### src/design/time_of_day_clock_with_capture_top_assert.svh
// Assertion macros for the time-of-day clock block.
// Used by the design modules; no other dependencies.
`ifndef TIME_OF_DAY_CLOCK_WITH_CAPTURE_TOP_ASSERT_SVH
`define TIME_OF_DAY_CLOCK_WITH_CAPTURE_TOP_ASSERT_SVH

`ifndef SYNTHESIS
// clocked assertion, disabled while reset is high
`define TDC_ASSERT(lbl, clk, rst, prop, msg) \
   lbl: assert property (@(posedge clk) disable iff (rst) prop) else $error(msg);
// clocked assertion, active during reset too
`define TDC_ASSERT_ALWAYS(lbl, clk, prop, msg) \
   lbl: assert property (@(posedge clk) prop) else $error(msg);
`else
`define TDC_ASSERT(lbl, clk, rst, prop, msg)
`define TDC_ASSERT_ALWAYS(lbl, clk, prop, msg)
`endif

`endif

### src/design/tdc_pkg.sv
// Shared types, codes and constants for the time-of-day clock block.
// No dependencies.
package tdc_pkg;

   localparam int TDC_COUNT_WIDTH = 16;
   localparam int TDC_TICKS_WIDTH = 16;
   localparam logic [TDC_TICKS_WIDTH-1:0] TDC_TICKS_RESET = 16'd1000;

   localparam int SECS_PER_MIN  = 60;
   localparam int MINS_PER_HOUR = 60;
   localparam int HOURS_PER_DAY = 24;

   // transaction function codes
   localparam logic [1:0] FUNC_SECOND = 2'd0;
   localparam logic [1:0] FUNC_FAST   = 2'd1;
   localparam logic [1:0] FUNC_EDGE   = 2'd2;
   localparam logic [1:0] FUNC_SET    = 2'd3;

   typedef struct packed {
      logic [4:0] hours;
      logic [5:0] minutes;
      logic [5:0] seconds;
   } tdc_time_type;

   typedef struct packed {
      logic [1:0] func;
      logic       dark;
      logic [6:0] set_hours;
      logic [6:0] set_minutes;
      logic [6:0] set_seconds;
   } tdc_cmd_type;

   // one step of the state, issued as the input stage hands over
   typedef struct packed {
      logic        fire;
      tdc_cmd_type cmd;
   } tdc_step_type;

endpackage

### src/design/tdc_ifs.sv
// Channel interfaces: request, response and CSR write.
// Depends on tdc_pkg.
interface tdc_req_if import tdc_pkg::*; ();
   logic       valid;
   logic       ready;
   logic [1:0] func;
   logic       light_sensor_dark;
   logic [6:0] set_hours;
   logic [6:0] set_minutes;
   logic [6:0] set_seconds;

   modport source (output valid, func, light_sensor_dark, set_hours, set_minutes,
                   set_seconds, input ready);
   modport sink   (input valid, func, light_sensor_dark, set_hours, set_minutes,
                   set_seconds, output ready);
endinterface

interface tdc_rsp_if import tdc_pkg::*; ();
   logic       valid;
   logic       ready;
   logic [4:0] hours;
   logic [5:0] minutes;
   logic [5:0] seconds;
   logic [4:0] sunrise_hours;
   logic [5:0] sunrise_minutes;
   logic [5:0] sunrise_seconds;
   logic [4:0] sunset_hours;
   logic [5:0] sunset_minutes;
   logic [5:0] sunset_seconds;
   logic       debounce_pending;

   modport source (output valid, hours, minutes, seconds, sunrise_hours, sunrise_minutes,
                   sunrise_seconds, sunset_hours, sunset_minutes, sunset_seconds,
                   debounce_pending, input ready);
   modport sink   (input valid, hours, minutes, seconds, sunrise_hours, sunrise_minutes,
                   sunrise_seconds, sunset_hours, sunset_minutes, sunset_seconds,
                   debounce_pending, output ready);
endinterface

interface tdc_csr_if import tdc_pkg::*; ();
   logic                       valid;
   logic                       ready;
   logic [TDC_TICKS_WIDTH-1:0] data;

   modport source (output valid, data, input ready);
   modport sink   (input valid, data, output ready);
endinterface

### src/design/tdc_time_keeper.sv
// Time-of-day register with second advance and range-checked set.
// Depends on tdc_pkg and the assertion header.
`include "time_of_day_clock_with_capture_top_assert.svh"

module tdc_time_keeper import tdc_pkg::*; (
   input  logic         clock,
   input  logic         reset,
   input  tdc_step_type step,
   output tdc_time_type time_now,
   output tdc_time_type time_next
);

   tdc_time_type cur_ff;
   tdc_time_type cur_in;

   always_comb begin
      cur_in = cur_ff;
      unique case (step.cmd.func)
         FUNC_SECOND: begin
            if (7'({1'b0, cur_ff.seconds}) + 7'd1 < 7'(SECS_PER_MIN)) begin
               cur_in.seconds = cur_ff.seconds + 6'd1;
            end else begin
               cur_in.seconds = '0;
               if (7'({1'b0, cur_ff.minutes}) + 7'd1 < 7'(MINS_PER_HOUR)) begin
                  cur_in.minutes = cur_ff.minutes + 6'd1;
               end else begin
                  cur_in.minutes = '0;
                  if (6'({1'b0, cur_ff.hours}) + 6'd1 < 6'(HOURS_PER_DAY)) begin
                     cur_in.hours = cur_ff.hours + 5'd1;
                  end else begin
                     cur_in.hours = '0;
                  end
               end
            end
         end
         FUNC_SET: begin
            // each field loads on its own, only when in range
            if (step.cmd.set_hours < 7'(HOURS_PER_DAY)) cur_in.hours = step.cmd.set_hours[4:0];
            if (step.cmd.set_minutes < 7'(MINS_PER_HOUR)) begin
               cur_in.minutes = step.cmd.set_minutes[5:0];
            end
            if (step.cmd.set_seconds < 7'(SECS_PER_MIN)) begin
               cur_in.seconds = step.cmd.set_seconds[5:0];
            end
         end
         default: begin
            cur_in = cur_ff;
         end
      endcase
   end

   always_ff @(posedge clock) begin
      if (reset) begin
         cur_ff <= '0;
      end else if (step.fire) begin
         cur_ff <= cur_in;
      end
   end

   assign time_now  = cur_ff;
   assign time_next = cur_in;

   `TDC_ASSERT(hours_range_a, clock, reset, cur_ff.hours < 5'(HOURS_PER_DAY), "hours range")
   `TDC_ASSERT(minutes_range_a, clock, reset, cur_ff.minutes < 6'(MINS_PER_HOUR), "minutes range")
   `TDC_ASSERT(seconds_range_a, clock, reset, cur_ff.seconds < 6'(SECS_PER_MIN), "seconds range")

endmodule

### src/design/tdc_debounce.sv
// Sensor-edge debounce counter with sunrise/sunset capture registers.
// Depends on tdc_pkg and the assertion header.
`include "time_of_day_clock_with_capture_top_assert.svh"

module tdc_debounce import tdc_pkg::*; #(
   parameter int COUNT_WIDTH = TDC_COUNT_WIDTH
) (
   input  logic                       clock,
   input  logic                       reset,
   input  tdc_step_type               step,
   input  tdc_time_type               time_now,
   input  logic [TDC_TICKS_WIDTH-1:0] debounce_ticks,
   output tdc_time_type               sunrise_next,
   output tdc_time_type               sunset_next,
   output logic                       armed_next
);

   localparam int CMP_WIDTH = (COUNT_WIDTH > TDC_TICKS_WIDTH) ? COUNT_WIDTH : TDC_TICKS_WIDTH;
   localparam logic [COUNT_WIDTH-1:0] COUNT_MAX = {COUNT_WIDTH{1'b1}};

   logic                   armed_ff, armed_in;
   logic [COUNT_WIDTH-1:0] count_ff, count_in;
   tdc_time_type           sunrise_ff, sunrise_in;
   tdc_time_type           sunset_ff, sunset_in;
   logic [COUNT_WIDTH-1:0] count_inc;
   logic                   sample_hit;

   // saturating increment; full count forces the sample
   assign count_inc  = (count_ff != COUNT_MAX) ? count_ff + 1'b1 : count_ff;
   assign sample_hit = (CMP_WIDTH'(count_inc) >= CMP_WIDTH'(debounce_ticks)) ||
                       (count_inc == COUNT_MAX);

   always_comb begin
      armed_in   = armed_ff;
      count_in   = count_ff;
      sunrise_in = sunrise_ff;
      sunset_in  = sunset_ff;
      unique case (step.cmd.func)
         FUNC_FAST: begin
            if (armed_ff) begin
               count_in = count_inc;
               if (sample_hit) begin
                  armed_in = 1'b0;
                  if (step.cmd.dark) sunset_in = time_now;
                  else sunrise_in = time_now;
               end
            end
         end
         FUNC_EDGE: begin
            armed_in = 1'b1;
            count_in = '0;
         end
         default: begin
            armed_in = armed_ff;
         end
      endcase
   end

   always_ff @(posedge clock) begin
      if (reset) begin
         armed_ff   <= 1'b0;
         count_ff   <= '0;
         sunrise_ff <= '0;
         sunset_ff  <= '0;
      end else if (step.fire) begin
         armed_ff   <= armed_in;
         count_ff   <= count_in;
         sunrise_ff <= sunrise_in;
         sunset_ff  <= sunset_in;
      end
   end

   assign sunrise_next = sunrise_in;
   assign sunset_next  = sunset_in;
   assign armed_next   = armed_in;

   `TDC_ASSERT(no_capture_disarmed_a, clock, reset, (step.fire && !armed_ff) |=> ($stable(sunrise_ff) && $stable(sunset_ff)), "capture while disarmed")

endmodule

### src/design/time_of_day_clock_with_capture_top.sv
// Top level of the time-of-day clock with sunrise/sunset capture.
// Depends on tdc_pkg, tdc_ifs, tdc_time_keeper, tdc_debounce and the assertion header.
//
// Keeps a 24-hour hh:mm:ss time and captures it as sunrise or sunset once a
// light-sensor edge has been debounced over a configurable number of fast ticks.
// Every request transaction (second tick, fast tick, sensor edge, set time)
// yields exactly one response transaction carrying the time, both captures and
// the debounce-pending flag as they stand after that request. One request is
// taken every cycle while response back-pressure does not hold the flow; each
// passes through the input register, then the response register, with the
// state update done combinationally between those two registers.
// Response back-pressure stalls the input register, which then holds one
// transaction; req ready drops only while both registers are full and the
// response is not being taken. The CSR port (debounce_ticks, reset 1000) is
// always ready; the user must write it only while idle, which the block does not enforce.
`include "time_of_day_clock_with_capture_top_assert.svh"

module time_of_day_clock_with_capture_top import tdc_pkg::*; #(
   parameter int COUNT_WIDTH = TDC_COUNT_WIDTH
) (
   input  logic  clock,
   input  logic  reset,
   tdc_req_if.sink   req_port,
   tdc_rsp_if.source rsp_port,
   tdc_csr_if.sink   csr_port
);

   typedef struct packed {
      tdc_time_type now;
      tdc_time_type sunrise;
      tdc_time_type sunset;
      logic         pending;
   } rsp_payload_type;

   // input stage
   logic        in_valid_ff;
   tdc_cmd_type in_cmd_ff;
   logic        advance;
   logic        req_ready;

   // response stage
   logic            rsp_valid_ff;
   rsp_payload_type rsp_ff;

   // configuration
   logic [TDC_TICKS_WIDTH-1:0] ticks_ff;

   tdc_step_type step;
   tdc_time_type time_now, time_next;
   tdc_time_type sunrise_next, sunset_next;
   logic         armed_next;

   // input stage hands its transaction over whenever the response slot frees
   assign advance   = in_valid_ff && (!rsp_valid_ff || rsp_port.ready);
   assign req_ready = !in_valid_ff || advance;
   assign req_port.ready = req_ready;

   always_ff @(posedge clock) begin
      if (reset) begin
         in_valid_ff <= 1'b0;
      end else if (req_ready) begin
         in_valid_ff <= req_port.valid;
      end
   end

   always_ff @(posedge clock) begin
      if (req_port.valid && req_ready) begin
         in_cmd_ff.func        <= req_port.func;
         in_cmd_ff.dark        <= req_port.light_sensor_dark;
         in_cmd_ff.set_hours   <= req_port.set_hours;
         in_cmd_ff.set_minutes <= req_port.set_minutes;
         in_cmd_ff.set_seconds <= req_port.set_seconds;
      end
   end

   // CSR: single register, no address
   assign csr_port.ready = 1'b1;

   always_ff @(posedge clock) begin
      if (reset) begin
         ticks_ff <= TDC_TICKS_RESET;
      end else if (csr_port.valid) begin
         ticks_ff <= csr_port.data;
      end
   end

   assign step.fire = advance;
   assign step.cmd  = in_cmd_ff;

   tdc_time_keeper u_time (
      .clock     (clock),
      .reset     (reset),
      .step      (step),
      .time_now  (time_now),
      .time_next (time_next)
   );

   tdc_debounce #(
      .COUNT_WIDTH (COUNT_WIDTH)
   ) u_debounce (
      .clock          (clock),
      .reset          (reset),
      .step           (step),
      .time_now       (time_now),
      .debounce_ticks (ticks_ff),
      .sunrise_next   (sunrise_next),
      .sunset_next    (sunset_next),
      .armed_next     (armed_next)
   );

   // response register
   always_ff @(posedge clock) begin
      if (reset) begin
         rsp_valid_ff <= 1'b0;
      end else if (advance) begin
         rsp_valid_ff <= 1'b1;
      end else if (rsp_port.ready) begin
         rsp_valid_ff <= 1'b0;
      end
   end

   always_ff @(posedge clock) begin
      if (advance) begin
         rsp_ff.now     <= time_next;
         rsp_ff.sunrise <= sunrise_next;
         rsp_ff.sunset  <= sunset_next;
         rsp_ff.pending <= armed_next;
      end
   end

   assign rsp_port.valid            = rsp_valid_ff;
   assign rsp_port.hours            = rsp_ff.now.hours;
   assign rsp_port.minutes          = rsp_ff.now.minutes;
   assign rsp_port.seconds          = rsp_ff.now.seconds;
   assign rsp_port.sunrise_hours    = rsp_ff.sunrise.hours;
   assign rsp_port.sunrise_minutes  = rsp_ff.sunrise.minutes;
   assign rsp_port.sunrise_seconds  = rsp_ff.sunrise.seconds;
   assign rsp_port.sunset_hours     = rsp_ff.sunset.hours;
   assign rsp_port.sunset_minutes   = rsp_ff.sunset.minutes;
   assign rsp_port.sunset_seconds   = rsp_ff.sunset.seconds;
   assign rsp_port.debounce_pending = rsp_ff.pending;

   // a stalled input transaction must stay put, not be dropped or altered
   `TDC_ASSERT(in_hold_a, clock, reset, (in_valid_ff && !advance) |=> (in_valid_ff && $stable(in_cmd_ff)), "input transaction lost while stalled")
   // every hand-over lands in the response register
   `TDC_ASSERT(rsp_load_a, clock, reset, advance |=> rsp_valid_ff, "response not raised after hand-over")

endmodule
### src/flat_wrapper.sv
// flat-port wrapper written by rule: the top's interface ports become plain ports
module time_of_day_clock_with_capture_top_flat import tdc_pkg::*;
#(
   parameter int COUNT_WIDTH = TDC_COUNT_WIDTH
)
  (clock, reset, req_port_valid, req_port_func, req_port_light_sensor_dark, req_port_set_hours, req_port_set_minutes, req_port_set_seconds, req_port_ready, rsp_port_valid, rsp_port_hours, rsp_port_minutes, rsp_port_seconds, rsp_port_sunrise_hours, rsp_port_sunrise_minutes, rsp_port_sunrise_seconds, rsp_port_sunset_hours, rsp_port_sunset_minutes, rsp_port_sunset_seconds, rsp_port_debounce_pending, rsp_port_ready, csr_port_valid, csr_port_data, csr_port_ready);
  tdc_req_if req_port_i ();
  tdc_rsp_if rsp_port_i ();
  tdc_csr_if csr_port_i ();
  input  logic clock;
  input  logic reset;
  input wire logic [$bits(req_port_i.valid)-1:0] req_port_valid;
  input wire logic [$bits(req_port_i.func)-1:0] req_port_func;
  input wire logic [$bits(req_port_i.light_sensor_dark)-1:0] req_port_light_sensor_dark;
  input wire logic [$bits(req_port_i.set_hours)-1:0] req_port_set_hours;
  input wire logic [$bits(req_port_i.set_minutes)-1:0] req_port_set_minutes;
  input wire logic [$bits(req_port_i.set_seconds)-1:0] req_port_set_seconds;
  output wire logic [$bits(req_port_i.ready)-1:0] req_port_ready;
  output wire logic [$bits(rsp_port_i.valid)-1:0] rsp_port_valid;
  output wire logic [$bits(rsp_port_i.hours)-1:0] rsp_port_hours;
  output wire logic [$bits(rsp_port_i.minutes)-1:0] rsp_port_minutes;
  output wire logic [$bits(rsp_port_i.seconds)-1:0] rsp_port_seconds;
  output wire logic [$bits(rsp_port_i.sunrise_hours)-1:0] rsp_port_sunrise_hours;
  output wire logic [$bits(rsp_port_i.sunrise_minutes)-1:0] rsp_port_sunrise_minutes;
  output wire logic [$bits(rsp_port_i.sunrise_seconds)-1:0] rsp_port_sunrise_seconds;
  output wire logic [$bits(rsp_port_i.sunset_hours)-1:0] rsp_port_sunset_hours;
  output wire logic [$bits(rsp_port_i.sunset_minutes)-1:0] rsp_port_sunset_minutes;
  output wire logic [$bits(rsp_port_i.sunset_seconds)-1:0] rsp_port_sunset_seconds;
  output wire logic [$bits(rsp_port_i.debounce_pending)-1:0] rsp_port_debounce_pending;
  input wire logic [$bits(rsp_port_i.ready)-1:0] rsp_port_ready;
  input wire logic [$bits(csr_port_i.valid)-1:0] csr_port_valid;
  input wire logic [$bits(csr_port_i.data)-1:0] csr_port_data;
  output wire logic [$bits(csr_port_i.ready)-1:0] csr_port_ready;
  assign req_port_i.valid = req_port_valid;
  assign req_port_i.func = req_port_func;
  assign req_port_i.light_sensor_dark = req_port_light_sensor_dark;
  assign req_port_i.set_hours = req_port_set_hours;
  assign req_port_i.set_minutes = req_port_set_minutes;
  assign req_port_i.set_seconds = req_port_set_seconds;
  assign req_port_ready = req_port_i.ready;
  assign rsp_port_valid = rsp_port_i.valid;
  assign rsp_port_hours = rsp_port_i.hours;
  assign rsp_port_minutes = rsp_port_i.minutes;
  assign rsp_port_seconds = rsp_port_i.seconds;
  assign rsp_port_sunrise_hours = rsp_port_i.sunrise_hours;
  assign rsp_port_sunrise_minutes = rsp_port_i.sunrise_minutes;
  assign rsp_port_sunrise_seconds = rsp_port_i.sunrise_seconds;
  assign rsp_port_sunset_hours = rsp_port_i.sunset_hours;
  assign rsp_port_sunset_minutes = rsp_port_i.sunset_minutes;
  assign rsp_port_sunset_seconds = rsp_port_i.sunset_seconds;
  assign rsp_port_debounce_pending = rsp_port_i.debounce_pending;
  assign rsp_port_i.ready = rsp_port_ready;
  assign csr_port_i.valid = csr_port_valid;
  assign csr_port_i.data = csr_port_data;
  assign csr_port_ready = csr_port_i.ready;
  time_of_day_clock_with_capture_top #(.COUNT_WIDTH(COUNT_WIDTH)) u_core (.clock(clock), .reset(reset), .req_port(req_port_i), .rsp_port(rsp_port_i), .csr_port(csr_port_i));
endmodule
### config.mk
export PLATFORM = sky130hd
export DESIGN_NAME = time_of_day_clock_with_capture_top_flat
export DESIGN_NICKNAME = d
export VERILOG_FILES = /design/src/design/tdc_pkg.sv /design/src/design/tdc_ifs.sv /design/src/design/tdc_time_keeper.sv /design/src/design/tdc_debounce.sv /design/src/design/time_of_day_clock_with_capture_top.sv /design/src/flat_wrapper.sv
export VERILOG_INCLUDE_DIRS = /design/src /design/src/design
export SDC_FILE = /design/constraint.sdc
export NUM_CORES = 1
export LEC_CHECK = 0
export CAP_MARGIN = 15
export CORE_UTILIZATION = 45
export CTS_BUF_LIST = sky130_fd_sc_hd__clkbuf_16
export CTS_CLUSTER_SIZE = 10
export DETAILED_ROUTE_END_ITERATION = 8
export DONT_BUFFER_PORTS = 1
export PLACE_DENSITY = 0.63
export SYNTH_ARGS = -nofsm -noshare
export SYNTH_HDL_FRONTEND = slang
export SYNTH_SLANG_ARGS = --single-unit
### constraint.sdc
create_clock -name clock -period 4.5 [get_ports clock]
set_input_delay 0 -clock clock [delete_from_list [all_inputs] [get_ports clock]]
set_output_delay 0 -clock clock [all_outputs]
set_load 0.005 [all_outputs]
Word level (Yosys, flattened, before mapping)
Cells that the tools add are included.
{ "word_totals": {"ramBits": 0, "out_inout_bits": 55, "latchBits": 0, "register_bits": 162, "memories": 0, "rom_bits": 0} }
{ "classes": {"bitwise": 0, "n_addsub": 7, "div_mod_pow": 0, "multipliers": 0, "eq_ne": 6, "n_reduce_logical": 11, "n_lt_le_gt_ge": 7, "mux": 25, "shifts": 0} }
{ "ops": {"columns": ["op", "count"], "rows": [
  ["$mux W17", 8],
  ["$pmux W17 S2", 1],
  ["$mux W16", 2],
  ["$pmux W16 S2", 1],
  ["$lt A7 B6 Y1 const B", 4],
  ["$mux W6", 4],
  ["$add A16 B1 Y16 const B", 1],
  ["$eq A16 B16 Y1 const B", 1],
  ["$ge A16 B16 Y1", 1],
  ["$ne A16 B16 Y1 const B", 1],
  ["$mux W5", 3],
  ["$add A6 B1 Y7 const B", 2],
  ["$add A6 B1 Y6 const B", 2],
  ["$mux W11", 1],
  ["$lt A7 B5 Y1 const B", 1],
  ["$add A5 B1 Y6 const B", 1],
  ["$lt A6 B5 Y1 const B", 1],
  ["$add A5 B1 Y5 const B", 1],
  ["$eq A2 B2 Y1 const B", 2],
  ["$mux W1", 4],
  ["$reduce_bool A2 Y1", 2],
  ["$logic_or A1 B1 Y1", 3],
  ["$reduce_and A3 Y1", 1],
  ["$eq A2 B1 Y1 const B", 1],
  ["5 further kinds", 7]
]} }

Longest topological paths before layout
{ "logic_depth": {"ltp_word": 7, "ltp_mapped": 16} }

Hierarchy
A second synthesis with hierarchy kept.
{ "hier_totals": {"cells_unflattened": 776, "area_unflattened_um2": 8489.4} }
{ "by_module_without_submodules": {"columns": ["module", "n_inst", "cells_per_inst", "seq_area_each_um2", "area_per_inst_um2"], "rows": [
  ["tdc_debounce", 1, 378, 1021.0, 3587.2],
  ["time_of_day_clock_with_capture_top", 1, 140, 2642.5, 2977.9],
  ["tdc_time_keeper", 1, 258, 340.3, 1924.3]
]} }

Worst setup path after synthesis
OpenSTA, ideal clock, no wires.
{ "synth_timing": {"path_type": "register -> register", "start": "register u_core.u_debounce.count_ff[0]", "end": "register u_core.rsp_ff (netlist bit u_core.rsp_port.sunset_seconds[4]) (data pin)", "arrival_time_ns": 3.877, "n_path_buf": 3, "path_stages_with_launch": 17, "setup_ns": 0.262, "setup_slack_ns": 0.361, "cell_sequence": "dfxtp_1 ha_1 buf_2 nand4_2 or4_4 clkbuf_1 nand2_1 nor2_1 xor2_1 ha_1 and3_1 o21ai_0 o21ai_0 o22ai_1 a31oi_2 buf_4 mux2_1"} }
{ "synth_lines": {"columns": ["element", "line_no", "text"], "rows": [
  ["start, declared", "tdc_debounce.sv:22", "logic [COUNT_WIDTH-1:0] count_ff, count_in;"],
  ["start signal, assigned", "tdc_debounce.sv:67", "count_ff <= count_in;"],
  ["end, declared", "time_of_day_clock_with_capture_top.sv:43", "rsp_payload_type rsp_ff;"]
]} }

==> results.py <==
metrics = {
    "status": {
        "status": "finished, final reports clean",
    },
    "layout": {
        "fillCellCount": 1499,
        "layoutNonFillerInstCount": 1055,
        "final_net_count": 886,
        "area_delta_synth_final_pct": 16.1,
        "diodes": 0,
        "drive_gt1_share_pct": 9.40,
    },
    "yosys": {
        "synth_edf_count": 76,
        "synth_area_sq_um": 8020,
        "synthTopCellsByArea": "edfxtp_1, dfxtp_1, mux2i_1",
        "async_flop_share_pct": 0,
        "ys_warn_count": 0,
        "synth.largest_area_cell": "edfxtp_1",
        "ys.flop_type": "dfxtp_1",
        "synthDominantCellAreaShare_pct": 28.5,
        "synth.avg_cell_area_sq_um": 10.3,
        "ys_seq_area_share_pct": 49.9,
        "synth.most_common_cell": "nand2_1",
        "syn_nets": 850,
        "ys_seq_elements": 162,
        "syn_inst": 781,
        "ys_types": 74,
        "yosys-top-cells-count": "nand2_1, dfxtp_1, edfxtp_1",
    },
    "routing": {
        "detail_route.vias_per_cell": 5.79,
        "drc_errors": 0,
        "drtIter0Drc": 540,
        "routedWlPerCell_um": 18.3,
        "drtPass1Iterations": 5,
        "drtAntennaViolNets": 0,
        "vias": 6106,
        "routed_wl_mm": 19.3,
    },
    "global_route": {
        "grt_util_all_layers_pct": 21.9,
        "antenna_found_initial": 0,
        "first_global_vias": 5817,
        "grt_pass1_wl_mm": 30.7,
        "grt_max_degree": 69,
        "grt_overflow": 0,
    },
    "power_and_ir_drop": {
        "combPwrFrac_pct": 7.0,
        "leakage_uw": 0.00359,
        "p_sw_uw": 795,
        "ir_drop_uv": 263,
        "switching_share_pct": 24.9,
        "seq_power_share_pct": 51.7,
        "cellPowerDensity_nw_per_um2": 343,
        "power_frac_clock_pct": 41.3,
        "p_int_uw": 2400,
    },
    "worst_setup_path": {
        "r2r_slack_ns": 0.32,
        "cp_top_family": "simple AND/OR/NAND/NOR gates",
        "crit_type": "reg2reg",
        "worstPathRequired_ns": 4.67,
        "arrival_ns": 4.36,
        "slowest_stage": "or4_4",
        "cpPeakStageDelay_ns": 0.58,
        "cp-start-kind": "flop",
        "path_cells": "ha_1 > nand4_2 > or4_4 > nand2_1 > nor2_1 > xor2_1 > ha_1 > and3_1 > nand3_1 > o21ai_0 > o22ai_1 > a311oi_4 > buf_12 > mux2_2",
        "cp-end-kind": "flop",
        "crit_fanout": 17,
        "critical_path_buf_inv_count": 1,
        "cp_common_cell": "ha_1",
    },
    "clocking": {
        "clk_latency_ns": 0.43,
        "htree_levels": 4,
        "cts_sinks": 162,
        "cts_resized": 0,
        "clk_path_buf_depth": 2,
        "cts_tree": "done",
        "cts-hold-fix-buffers": 57,
        "clk_pin_slew_ns": 0.07,
        "cts_setup_buffers": 0,
        "cts-root-buf": "clkbuf_16",
        "cts_buffers": 17,
    },
    "job": {
        "maxCapViolCount": 0,
    },
    "timing": {
        "finalCritPeriodShare_pct": 92.9,
        "fin_setup_tns_ns": 0,
        "drv_slew": 0,
        "worst_slack_ns": 0.318,
        "rsz0062_at_grt": "no",
        "hold_violations": 0,
        "worstMarginPinSlew_ns": 1.01,
        "period_minus_slack_ns": 4.18,
        "relSlewSlack_pct": 31.8,
        "setup_viol": 0,
        "timing.fmax_mhz": 239,
        "finalClockSkew_ns": 0.0110,
        "whs_ns": 0.189,
    },
    "floorplan": {
        "core_area_sq_um": 17400,
        "die_h_um": 136,
        "rows": 48,
        "io_pins": 100,
        "die_area_sq_um": 18400,
        "start_util_pct": 46.2,
        "die_w_um": 136,
    },
    "place": {
        "placed_cells": 966,
        "dp_slack_ns": 0.371,
        "placement.io_buffers": 0,
        "hpwl_mm": 13.0,
        "place_congestion": 0.919,
    },
    "min_path": {
        "hold_class": "in2reg",
    },
}
-- metal layers --
metal | routed length, um | GRT usage [%]
met5 | 0 | 0
met4 | 313 | 7.99
met3 | 794 | 4.49
met2 | 8650 | 32.9
met1 | 9550 | 30.9
-- worst paths after layout --
| path | startpoint | end | depth (start not counted) |
|---|---|---|---|
| setup / recovery | u_core.u_debounce.count_ff[0] | u_core.rsp_port.sunrise_seconds[4] | 14 |
| setup reg to reg | u_core.u_debounce.count_ff[0] | u_core.rsp_port.sunrise_seconds[4] | 14 |
| hold / removal | req_port_set_hours[2] | u_core.in_cmd_ff[16] | 1 |
| hold reg to reg | u_core.u_debounce.sunrise_ff[6] | u_core.u_debounce.sunrise_ff[6] | 2 |
-- final cells by class --
cell class	instances	area [sq um]	share of cell area, %
clock buffers	17	425	4.57
clock inverters	15	108	1.16
multi-input cells	536	3680	39.5
flip-flops and latches	162	4000	43.0
inverters	30	113	1.21
repair buffers	70	703	7.55
well taps	225	282	3.02
-- power by group through the flow --
stage	registers (uW)	clock network (uW)	logic [uW]
final	1650	1320	224
after CTS	1650	1350	218
after detailed placement	1680	0	166
after global placement	1680	0	163
after global routing	1660	1400	246
after floorplan	1650	0	156
-- per-stage QoR --
step / util [%] / total power [uW] / area (sq um)
floorplan: - / 1810 / 8020
global placement: 47.2 / 1840 / 8200
detailed placement: 47.2 / 1850 / 8200
CTS: 53.6 / 3220 / 9310
global route: 53.6 / 3310 / 9310
finish: 53.6 / 3200 / 9310
-- logic make-up (layout without fill, tap and decap cells) --
group                    Yosys count  count (layout)  share of synthesized area [%]
AND/OR/NAND/NOR                  261             261                           15.6
buffers and inverters             83             132                           4.23
adder cells (fa/ha/maj)           24              24                           3.74
other                              1               1                         0.0468
flip-flops                       162             162                           49.9
XOR/XNOR                          13              13                           1.42
multiplexers                      86              86                           11.3
AO/OA/AOI/OAI                    151             151                           13.7
-- state kept, by name, summed over array words and instances, names as in the netlist, 16 cells and up --
register / flops
u_core.in_cmd_ff: 24
u_core.u_debounce.sunrise_ff: 17
u_core.u_debounce.sunset_ff: 17
u_core.u_time.time_now: 17
u_core.ticks_ff: 16
u_core.u_debounce.count_ff: 16
-- layout by cell type (no fill, tap or decap), types with 4 or more instances in the layout --
master | netlist | layout
xnor2_1 | 7 | 7
nand2_1 | 97 | 97
xor2_1 | 6 | 6
nor2_1 | 69 | 69
mux2_1 | 20 | 20
nand4_1 | 9 | 9
buf_4 | 3 | 11
o211ai_1 | 8 | 8
nand3_1 | 21 | 21
mux2_2 | 19 | 19
ha_1 | 24 | 24
a21oi_1 | 32 | 32
nor3_1 | 16 | 16
a211oi_1 | 6 | 6
nor4_1 | 7 | 7
nand2b_1 | 9 | 9
dlygate4sd3_1 | 0 | 56
a22oi_1 | 13 | 13
o21a_1 | 7 | 7
clkbuf_16 | 0 | 17
o21ai_0 | 26 | 26
o22ai_1 | 4 | 4
dfxtp_1 | 86 | 86
and3_1 | 4 | 4
mux2i_1 | 47 | 47
o31a_1 | 4 | 4
inv_1 | 28 | 29
edfxtp_1 | 76 | 76
a21o_1 | 8 | 8
-- worst reg2reg max path: stages (launching register included) --
cell and delay [ns]:
dfxtp_1 0.47, ha_1 0.36, nand4_2 0.14, or4_4 0.58, nand2_1 0.14, nor2_1 0.09, xor2_1 0.15, ha_1 0.30
and3_1 0.17, nand3_1 0.07, o21ai_0 0.25, o22ai_1 0.27, a311oi_4 0.36, buf_12 0.21, mux2_2 0.36
No activity file was read; power rests on OpenSTA's default activity.
